--- config.mk ---
export PLATFORM = sky130hd
export DESIGN_NAME = rgb_led_bit_symbol_encoder
export DESIGN_NICKNAME = d
export VERILOG_FILES = /design/src/sv/rbse_pkg.sv /design/src/sv/rbse_lane.sv /design/src/sv/rbse_serializer.sv /design/src/sv/rgb_led_bit_symbol_encoder.sv
export SDC_FILE = /design/constraint.sdc
export NUM_CORES = 1
export LEC_CHECK = 0
export ABC_AREA = 1
export CORE_MARGIN = 3
export CORE_UTILIZATION = 67
export CTS_CLUSTER_SIZE = 28
export DETAILED_ROUTE_END_ITERATION = 16
export DONT_BUFFER_PORTS = 1
export PLACE_DENSITY_LB_ADDON = 0.1
export SLEW_MARGIN = 25
export SYNTH_ARGS = -nofsm -noshare
export SYNTH_HDL_FRONTEND = slang
export SYNTH_SLANG_ARGS = --single-unit
--- constraint.sdc ---
create_clock -name aclk -period 4.8 [get_ports aclk]
set_input_delay 0.96 -clock aclk [delete_from_list [all_inputs] [get_ports aclk]]
set_output_delay 0.96 -clock aclk [all_outputs]
set_load 0.01 [all_outputs]
--- src/sv/rbse_pkg.sv ---
package rbse_pkg;

    // Field widths of the pixel, the symbol and the configuration registers.
    localparam int CH_W    = 8;
    localparam int PCT_W   = 7;
    localparam int DUTY_W  = 6;
    localparam int PROD_W  = CH_W + PCT_W;

    // Each pixel yields one symbol per data bit: green, red, blue, MSB first.
    localparam int BITS_PER_PIXEL = 3 * CH_W;
    localparam int CNT_W          = $clog2(BITS_PER_PIXEL);

    // Division by 100 is done as a multiply by 5243 / 2^19.
    // This is exact for every product below 43690, and the largest is 25500.
    localparam logic [PCT_W-1:0] FULL_SCALE  = 7'd100;
    localparam int               RECIP_W     = 13;
    localparam logic [RECIP_W-1:0] RECIP_MULT = 13'd5243;
    localparam int               RECIP_SHIFT = 19;
    localparam int               QPROD_W     = PROD_W + RECIP_W;

    // Configuration register indexes and reset values.
    typedef enum logic [1:0] {
        REG_BRIGHTNESS = 2'd0,
        REG_ZERO_DUTY  = 2'd1,
        REG_ONE_DUTY   = 2'd2,
        REG_UNUSED     = 2'd3
    } rbse_reg_idx_t;

    localparam logic [PCT_W-1:0]  BRIGHT_RESET = 7'd100;
    localparam logic [DUTY_W-1:0] ZERO_RESET   = 6'd20;
    localparam logic [DUTY_W-1:0] ONE_RESET    = 6'd43;

    // Stage enables that the top level hands to each scaling lane.
    typedef struct packed {
        logic load_prod;
        logic load_quot;
    } rbse_lane_ctl_t;

endpackage

--- src/sv/rbse_lane.sv ---
module rbse_lane
    import rbse_pkg::*;
(
    input  logic                 aclk,
    input  rbse_lane_ctl_t       ctl,
    input  logic [CH_W-1:0]      chan,
    input  logic [PCT_W-1:0]     pct,
    output logic [CH_W-1:0]      scaled
);

    logic [PROD_W-1:0]  prod_reg;
    logic [PROD_W-1:0]  prod_next;
    logic [QPROD_W-1:0] qprod;
    logic [CH_W-1:0]    scaled_reg;
    logic [CH_W-1:0]    scaled_next;

    // First stage: channel times percent.
    assign prod_next = PROD_W'(chan) * PROD_W'(pct);

    // Second stage: divide by 100 through the reciprocal multiply.
    assign qprod       = QPROD_W'(prod_reg) * QPROD_W'(RECIP_MULT);
    assign scaled_next = qprod[RECIP_SHIFT +: CH_W];

    always_ff @(posedge aclk) begin
        if (ctl.load_prod) begin
            prod_reg <= prod_next;
        end
        if (ctl.load_quot) begin
            scaled_reg <= scaled_next;
        end
    end

    assign scaled = scaled_reg;

endmodule

--- src/sv/rbse_serializer.sv ---
module rbse_serializer
    import rbse_pkg::*;
#(
    parameter int PIXELS_PER_FRAME = 64
) (
    input  logic              aclk,
    input  logic              aresetn,
    input  logic              in_valid,
    output logic              in_ready,
    input  logic [CH_W-1:0]   red,
    input  logic [CH_W-1:0]   green,
    input  logic [CH_W-1:0]   blue,
    input  logic [DUTY_W-1:0] zero_duty,
    input  logic [DUTY_W-1:0] one_duty,
    output logic              out_valid,
    input  logic              out_ready,
    output logic [DUTY_W-1:0] duty,
    output logic              pixel_done,
    output logic              frame_done
);

    localparam int POS_W = (PIXELS_PER_FRAME > 1) ? $clog2(PIXELS_PER_FRAME) : 1;
    localparam logic [POS_W-1:0] LAST_POS = POS_W'(PIXELS_PER_FRAME - 1);
    localparam logic [CNT_W-1:0] LAST_BIT = CNT_W'(BITS_PER_PIXEL - 1);

    logic [BITS_PER_PIXEL-1:0] word_reg;
    logic [CNT_W-1:0]          cnt_reg;
    logic                      busy_reg;
    logic                      last_pix_reg;
    logic [POS_W-1:0]          pos_reg;
    logic [POS_W-1:0]          pos_next;
    logic                      out_v_reg;
    logic [DUTY_W-1:0]         duty_reg;
    logic                      plast_reg;
    logic                      flast_reg;
    logic                      emit;
    logic                      done;
    logic                      load;
    logic                      is_last_pos;

    // A symbol moves into the output register when it is empty or being taken.
    assign emit     = busy_reg && (!out_v_reg || out_ready);
    assign done     = emit && (cnt_reg == LAST_BIT);
    assign in_ready = !busy_reg || done;
    assign load     = in_valid && in_ready;

    assign is_last_pos = (pos_reg == LAST_POS);
    assign pos_next    = is_last_pos ? '0 : pos_reg + POS_W'(1);

    // Control: bit counter, busy flag, frame position and output valid.
    always_ff @(posedge aclk) begin
        if (!aresetn) begin
            busy_reg  <= 1'b0;
            cnt_reg   <= '0;
            pos_reg   <= '0;
            out_v_reg <= 1'b0;
        end else begin
            if (load) begin
                busy_reg <= 1'b1;
                cnt_reg  <= '0;
                pos_reg  <= pos_next;
            end else if (done) begin
                busy_reg <= 1'b0;
            end else if (emit) begin
                cnt_reg <= cnt_reg + CNT_W'(1);
            end
            if (emit) begin
                out_v_reg <= 1'b1;
            end else if (out_ready) begin
                out_v_reg <= 1'b0;
            end
        end
    end

    // Payload: merged pixel word, shifted out MSB first.
    always_ff @(posedge aclk) begin
        if (load) begin
            word_reg     <= {green, red, blue};
            last_pix_reg <= is_last_pos;
        end else if (emit) begin
            word_reg <= {word_reg[BITS_PER_PIXEL-2:0], 1'b0};
        end
        if (emit) begin
            duty_reg  <= word_reg[BITS_PER_PIXEL-1] ? one_duty : zero_duty;
            plast_reg <= (cnt_reg == LAST_BIT);
            flast_reg <= (cnt_reg == LAST_BIT) && last_pix_reg;
        end
    end

    assign out_valid  = out_v_reg;
    assign duty       = duty_reg;
    assign pixel_done = plast_reg;
    assign frame_done = flast_reg;

endmodule

--- src/sv/rgb_led_bit_symbol_encoder.sv ---
// Converts one RGB pixel per input item into 24 LED bit symbols (green, red,
// blue, each MSB first), after scaling every channel by the brightness
// register as floor(channel * percent / 100); percent values above 100 act
// as 100. Each symbol carries zero_duty or one_duty in m_tdata, m_tlast marks
// the 24th symbol of a pixel and m_tuser marks the 24th symbol of the last
// pixel of a frame of PIXELS_PER_FRAME pixels. The output serializer sends
// one symbol per cycle while m_tready does not hold it back, and takes the
// next pixel in the cycle its last symbol leaves, so a steady input stream
// gives an unbroken symbol stream. An accepted pixel passes the product
// register, second scaling stage, serializer load and output register.
// Registers at byte addresses 0, 4, 8: brightness, zero duty, one duty.
module rgb_led_bit_symbol_encoder
    import rbse_pkg::*;
#(
    parameter int PIXELS_PER_FRAME = 64
) (
    input  logic        aclk,
    input  logic        aresetn,
    // Pixel input.
    input  logic        s_tvalid,
    output logic        s_tready,
    input  logic [23:0] s_tdata,   // [7:0] red, [15:8] green, [23:16] blue
    // Symbol output.
    output logic        m_tvalid,
    input  logic        m_tready,
    output logic [7:0]  m_tdata,   // [5:0] duty, [7:6] zero
    output logic        m_tlast,
    output logic [0:0]  m_tuser,   // [0] frame_done
    // Configuration.
    input  logic        psel,
    input  logic        penable,
    input  logic        pwrite,
    input  logic [3:0]  paddr,
    input  logic [31:0] pwdata,
    output logic [31:0] prdata,
    output logic        pready
);

    logic [PCT_W-1:0]  bright_reg;
    logic [PCT_W-1:0]  pct_reg;
    logic [DUTY_W-1:0] zero_reg;
    logic [DUTY_W-1:0] one_reg;
    logic              wr_en;
    rbse_reg_idx_t     reg_idx;
    logic [PCT_W-1:0]  wr_pct;

    logic              p1_v_reg;
    logic              p2_v_reg;
    logic              ser_ready;
    logic              mv12;
    logic              ser_load;
    rbse_lane_ctl_t    lane_ctl;
    logic [CH_W-1:0]   red_s;
    logic [CH_W-1:0]   green_s;
    logic [CH_W-1:0]   blue_s;
    logic [DUTY_W-1:0] duty;
    logic              pixel_done;
    logic              frame_done;

    // Configuration registers; the clamped percent is kept beside the raw one.
    assign pready  = 1'b1;
    assign wr_en   = psel && penable && pwrite && pready;
    assign reg_idx = rbse_reg_idx_t'(paddr[3:2]);
    assign wr_pct  = pwdata[PCT_W-1:0];

    always_ff @(posedge aclk) begin
        if (!aresetn) begin
            bright_reg <= BRIGHT_RESET;
            pct_reg    <= FULL_SCALE;
            zero_reg   <= ZERO_RESET;
            one_reg    <= ONE_RESET;
        end else if (wr_en) begin
            unique case (reg_idx)
                REG_BRIGHTNESS: begin
                    bright_reg <= wr_pct;
                    pct_reg    <= (wr_pct > FULL_SCALE) ? FULL_SCALE : wr_pct;
                end
                REG_ZERO_DUTY: zero_reg <= pwdata[DUTY_W-1:0];
                REG_ONE_DUTY:  one_reg  <= pwdata[DUTY_W-1:0];
                REG_UNUSED: ;
            endcase
        end
    end

    always_comb begin
        unique case (reg_idx)
            REG_BRIGHTNESS: prdata = 32'(bright_reg);
            REG_ZERO_DUTY:  prdata = 32'(zero_reg);
            REG_ONE_DUTY:   prdata = 32'(one_reg);
            REG_UNUSED:     prdata = '0;
        endcase
    end

    // Two-stage scaling pipeline with per-stage valid bits.
    assign mv12     = p1_v_reg && (!p2_v_reg || ser_ready);
    assign s_tready = !p1_v_reg || !p2_v_reg || ser_ready;
    assign ser_load = p2_v_reg && ser_ready;

    assign lane_ctl.load_prod = s_tvalid && s_tready;
    assign lane_ctl.load_quot = mv12;

    always_ff @(posedge aclk) begin
        if (!aresetn) begin
            p1_v_reg <= 1'b0;
            p2_v_reg <= 1'b0;
        end else begin
            if (lane_ctl.load_prod) begin
                p1_v_reg <= 1'b1;
            end else if (mv12) begin
                p1_v_reg <= 1'b0;
            end
            if (mv12) begin
                p2_v_reg <= 1'b1;
            end else if (ser_load) begin
                p2_v_reg <= 1'b0;
            end
        end
    end

    // One scaling lane per color channel.
    rbse_lane u_lane_red (
        .aclk   (aclk),
        .ctl    (lane_ctl),
        .chan   (s_tdata[7:0]),
        .pct    (pct_reg),
        .scaled (red_s)
    );

    rbse_lane u_lane_green (
        .aclk   (aclk),
        .ctl    (lane_ctl),
        .chan   (s_tdata[15:8]),
        .pct    (pct_reg),
        .scaled (green_s)
    );

    rbse_lane u_lane_blue (
        .aclk   (aclk),
        .ctl    (lane_ctl),
        .chan   (s_tdata[23:16]),
        .pct    (pct_reg),
        .scaled (blue_s)
    );

    // Merge the lanes into one word and send it out bit by bit.
    rbse_serializer #(
        .PIXELS_PER_FRAME (PIXELS_PER_FRAME)
    ) u_serializer (
        .aclk       (aclk),
        .aresetn    (aresetn),
        .in_valid   (p2_v_reg),
        .in_ready   (ser_ready),
        .red        (red_s),
        .green      (green_s),
        .blue       (blue_s),
        .zero_duty  (zero_reg),
        .one_duty   (one_reg),
        .out_valid  (m_tvalid),
        .out_ready  (m_tready),
        .duty       (duty),
        .pixel_done (pixel_done),
        .frame_done (frame_done)
    );

    assign m_tdata = {2'b00, duty};
    assign m_tlast = pixel_done;
    assign m_tuser = frame_done;

endmodule

## Word level (Yosys, flattened, before mapping)

Cells that the tools add are included.
W data, S select, Z words.

| word-level totals | value |
|---|---|
| flip-flop bits (word level) | 143 |
| latch bits | 0 |
| memories | 0 |
| ROM bits | 0 |
| logic and storage cells | 79 |
| memory bits (writable) | 0 |

| cells by class | value |
|---|---|
| div/mod/pow operators | 0 |
| multiplexer cells | 14 |
| reductions and logical operators | 28 |
| shifts and indexed selects | 0 |
| bitwise gates (word level) | 2 |
| multipliers | 6 |
| order comparisons | 1 |
| equal/unequal tests | 5 |
| add/subtract/negate cells | 2 |

Operator list:

| kind | count |
|---|---|
| $pmux W32 S4 | 1 |
| $mul A15 B13 Y27 const B | 3 |
| $mux W24 | 2 |
| $mul A8 B7 Y15 | 3 |
| $mux W6 | 2 |
| $reduce_bool A2 Y1 | 5 |
| $logic_and A1 B1 Y1 | 8 |
| $mux W1 | 8 |
| $reduce_and A2 Y1 | 4 |
| $gt A7 B7 Y1 const B | 1 |
| $mux W7 | 1 |
| $add A6 B1 Y6 const B | 1 |
| $eq A6 B6 Y1 const B | 1 |
| $add A5 B1 Y5 const B | 1 |
| $eq A5 B5 Y1 const B | 1 |
| $logic_or A1 B1 Y1 | 5 |
| $eq A2 B2 Y1 const B | 2 |
| $logic_not A1 Y1 | 4 |
| $eq A2 B1 Y1 const B | 1 |
| $logic_not A2 Y1 | 1 |
| $not A1 Y1 | 2 |
| $reduce_or A2 Y1 | 1 |

## Logic depth before layout (Yosys ltp)

| depth | value |
|---|---|
| depth in word-level cells | 9 |
| mapped depth | 20 |

## By module

From an unflattened synthesis, not the netlist that was laid out.

| second synthesis, totals | value |
|---|---|
| cells, all modules | 2737 |
| area total of the unflattened synthesis | 23042.1 sq um |

Modules (own cells, without submodules):

| module | instances | area an instance (sq um) | cells an instance | sequential area each (sq um) |
|---|---|---|---|---|
| rbse_lane (u_lane_red) | 1 | 6537.5 | 781 | 690.7 |
| rbse_lane (u_lane_blue) | 1 | 6522.5 | 774 | 690.7 |
| rbse_lane (u_lane_green) | 1 | 6507.5 | 775 | 690.7 |
| rbse_serializer | 1 | 2044.5 | 210 | 1251.2 |
| rgb_led_bit_symbol_encoder | 1 | 1430.1 | 197 | 560.5 |

## Least setup slack after synthesis

OpenSTA, ideal clock, no wires.

| timing path | value |
|---|---|
| path type | input to register |
| start point | input port s_tdata[1] |
| end point | register u_lane_red.prod_reg[12], data pin |
| slack | 0.352 ns |
| path buffers | 0 |
| library setup time | 0.259 ns |
| stages | 16 |
| data required time | 4.541 ns |
| arrival time | 4.189 ns |
| cell sequence | nand2_1 > inv_1 > fa_1 > inv_1 > fa_1 > inv_1 > fa_1 > inv_1 > fa_1 > inv_1 > ha_1 > a21oi_1 > nand2_1 > nand2_1 > nand4_1 > xor2_1 |

| between the ends | value |
|---|---|
| word-level cells in the longest chain between the ends | 1 |

Ends and longest elaborated chain:

| what | line | RTL |
|---|---|---|
| start, declared | rgb_led_bit_symbol_encoder.sv:22 | `input logic [23:0] s_tdata,` |
| $mul A8 B7 Y15 | rbse_lane.sv:18 | `assign prod_next = PROD_W'(chan) * PROD_W'(pct);` |
| named net u_lane_red.prod_next[12] | rbse_lane.sv:12 | `logic [PROD_W-1:0] prod_next;` |
| end signal, assigned | rbse_lane.sv:26 | `prod_reg <= prod_next;` |
| end, declared | rbse_lane.sv:11 | `logic [PROD_W-1:0] prod_reg;` |

The timed path passes the listed nets, and every way through them passes these cells.
A chain may end at the register's enable or synchronous reset.

## Worst setup path in the final report

| timing path | value |
|---|---|
| start point | register u_lane_green.prod_reg[11] |
| end point | register u_lane_green.scaled_reg[3], in the netlist u_lane_green.scaled[3], data pin |

| between the ends | value |
|---|---|
| word-level cells in the longest chain between the ends | 1 |

Ends and longest elaborated chain:

| what | line | RTL |
|---|---|---|
| start, declared | rbse_lane.sv:11 |  |
| start signal, assigned | rbse_lane.sv:26 |  |
| $mul A15 B13 Y27 | rbse_lane.sv:21 | `assign qprod = QPROD_W'(prod_reg) * QPROD_W'(RECIP_MULT);` |
| named net u_lane_green.qprod[22] | rbse_lane.sv:13 | `logic [QPROD_W-1:0] qprod;` |
| end signal, assigned | rbse_lane.sv:29 | `scaled_reg <= scaled_next;` |
| end, declared | rbse_lane.sv:14 | `logic [CH_W-1:0] scaled_reg;` |

The timed path passes the listed nets, and every way through them passes these cells.

==> summary.txt <==
Largest register FFs -> 24
Num CTS Buffers -> 17
insertion delay of the later-clocked pin in the worst-skew pair -> 0.45 ns
fraction of layout cells with a size suffix above 1 -> 2.39%
DR iter-0 viols -> 821
Slew HR -> 35.3%
Vias per Instance -> 5.28
FFs w/ async S/R, synth -> 0%
IO Pins -> 112
WL final -> 48,600 um
initial antenna violation count -> 0
vias in the first global route -> 17,700
Initial Util -> 68.4%
die height -> 191 um
setup_tns -> 0 ns
Antenna diodes -> 0
# clock sinks -> 143
mean routed wirelength per cell -> 14.9 um
status -> completed
Max-cap violations -> 0
share of the clock period used by the worst path -> 95.1%
overall die area -> 0.0367 mm^2
Synth top area share -> 25.3%
Final ANT Viol Nets -> 0
Final Hold Vio Count -> 0
largest cells by area after synthesis -> fa_1 (25%), ha_1 (21%), edfxtp_1 (13%)
clock tree from TritonCTS -> built
Worst Setup End Kind -> register
DRC -> 0
root buffer cell -> clkbuf_16
fin crit period -> 4.56 ns
CP max stage delay -> 0.58 ns
total number of vias -> 17,200
maximum number of pins on one net before global-route repair -> 46
CTS Hold Bufs -> 0
setup repair after global routing missed its margin -> false
average cell area after synthesis -> 8.26 um^2
Final Cell Area -> 0.0241 mm^2
CP required -> 5.00 ns
Max Slew Vio Count -> 0
WS Path Type -> register to register
crit path cell chain -> fa_1, ha_1, inv_1, fa_1, inv_1, fa_1, inv_1, fa_1, inv_1, ha_1, a21oi_1, a21boi_0, nor2_1, nor2_1, nand3_1, nand2_1, nand2_1
most frequent cell after synthesis -> inv_1
crit-path max FO -> 6
CTS max path bufs -> 2
Die W -> 191 um
Synth Flop Type -> edfxtp_1
startpoint types -> register
register area share after synthesis -> 16.9%
distinct cell type count after synthesis -> 39
TritonRoute pass-1 iters -> 5
Mapped Area -> 0.0230 mm^2
Post-synth EDFFs -> 102
grt ovf -> 0
post-synthesis instance total -> 2,789
Total Routing Usage GR -> 28.1%
Worst-Margin Slew -> 0.969 ns
first-pass GRT wire length -> 83,100 um
top post-synthesis cells by count -> inv_1 (727), nand2_1 (611), ha_1 (395)
final setup violation count -> 0
Seq cells post-synth -> 143
gp weighted congestion -> 0.922
HPWL Detailed -> 41,700 um
cell taking the most area after synthesis -> fa_1
Fmax -> 219 MHz
synthesis-to-layout area growth -> 4.48%
Clock Skew -> 0.0138 ns
Synth Warn # -> 0
Rows -> 67
worst path arrival time -> 4.77 ns
H-tree depth -> 4
hold crit path type -> register to register
Slowest cell on crit path -> edfxtp_1
Cell Area, Placed -> 0.0234 mm^2
port bufs -> 0
core area -> 0.0337 mm^2
clock slew at reported path FFs -> 0.07 ns
NumNets Final -> 3,547
==> cell families (layout without fill, tap and decap cells) <==
| kind of cell | Yosys count | count (layout) | share of synthesized area, % |
|---|---|---|---|
| and+or+nand+nor | 897 | 897 | 15.8 |
| buffers and inverters | 788 | 780 | 13.4 |
| adders and majority gates | 686 | 686 | 46.7 |
| AOI/OAI and AO/OA | 230 | 230 | 5.53 |
| DFF | 143 | 143 | 16.9 |
| xor gates and xnor gates | 43 | 43 | 1.63 |
| other | 2 | 28 | 0.0326 |
==> cell usage in the layout, fill, tap and decap left out, types with 4 or more instances in the layout <==
master and instances:
clkbuf_16 18, nand2_1 610, fa_1 291, inv_6 6
edfxtp_1 102, o21ai_1 4, inv_1 725, o21bai_1 13
o21a_1 9, buf_4 20, nand4_1 29, nand3_1 93
xnor2_1 15, o211ai_1 9, a21oi_1 121, a21o_1 8
conb_1 28, xor2_1 28, o21ai_0 59, dfxtp_1 40
nor3_1 19, nor2_1 132, ha_1 395
==> cell type report <==
type	instances	area, um^2
multi-input cells	1884	16200
fillers	2677	9620
flip-flops and latches	143	3880
inverters	728	2730
well taps	448	561
clock buffers	19	464
repair buffers	20	150
clock inverters	13	116
==> final timing paths <==
path | cells past startpoint | startpoint | endpoint | slack, ns
setup reg to reg | 17 | u_lane_green.prod_reg[11]$_DFFE_PP_ | u_lane_green.scaled[3]$_DFFE_PP_ | 0.24
hold reg to reg | 2 | bright_reg[0]$_SDFFE_PN0P_ | bright_reg[0]$_SDFFE_PN0P_ | 0.47
setup / recovery | 17 | u_lane_green.prod_reg[11]$_DFFE_PP_ | u_lane_green.scaled[3]$_DFFE_PP_ | 0.24
hold / removal | 2 | bright_reg[0]$_SDFFE_PN0P_ | bright_reg[0]$_SDFFE_PN0P_ | 0.47
==> worst max-delay path, delay by kind of cell, from the launching register on <==
kind / cells / cell delay [ns]
AND/OR/NAND/NOR: 5 / 0.39
adder cells (fa/ha/maj): 6 / 2.66
AO/OA/AOI/OAI: 2 / 0.51
buffers and inverters: 4 / 0.19
flip-flops: 1 / 0.58
==> per-layer routing <==
layer  global-route usage, %  vias up  wire [um]
met5                       0        -          0
met4                    8.27        0       1180
met3                    5.28       77       2580
met2                    47.4      372      23400
met1                    37.2     8207      21400
li1                        -     8519          -
==> through the flow <==
stage	utilization, %	hold WS, ns	std cells	setup slack, ns
floorplan	-	0.429	2815	0.352
global placement	69.5	0.451	3216	0.204
detailed placement	69.6	0.455	3216	0.167
CTS	71.3	0.465	3248	0.161
global route	71.4	0.488	3255	0.00935
finish	71.4	0.466	3255	0.237
==> repair_timing <==
action	4_1_cts	5_1_grt
setup buffers	0	7
endpoints found under the setup margin	0	4
gates resized for setup	0	2
Power is not shown: default switching activity piles up to over one toggle a cycle in this logic, so the estimate is an artifact.
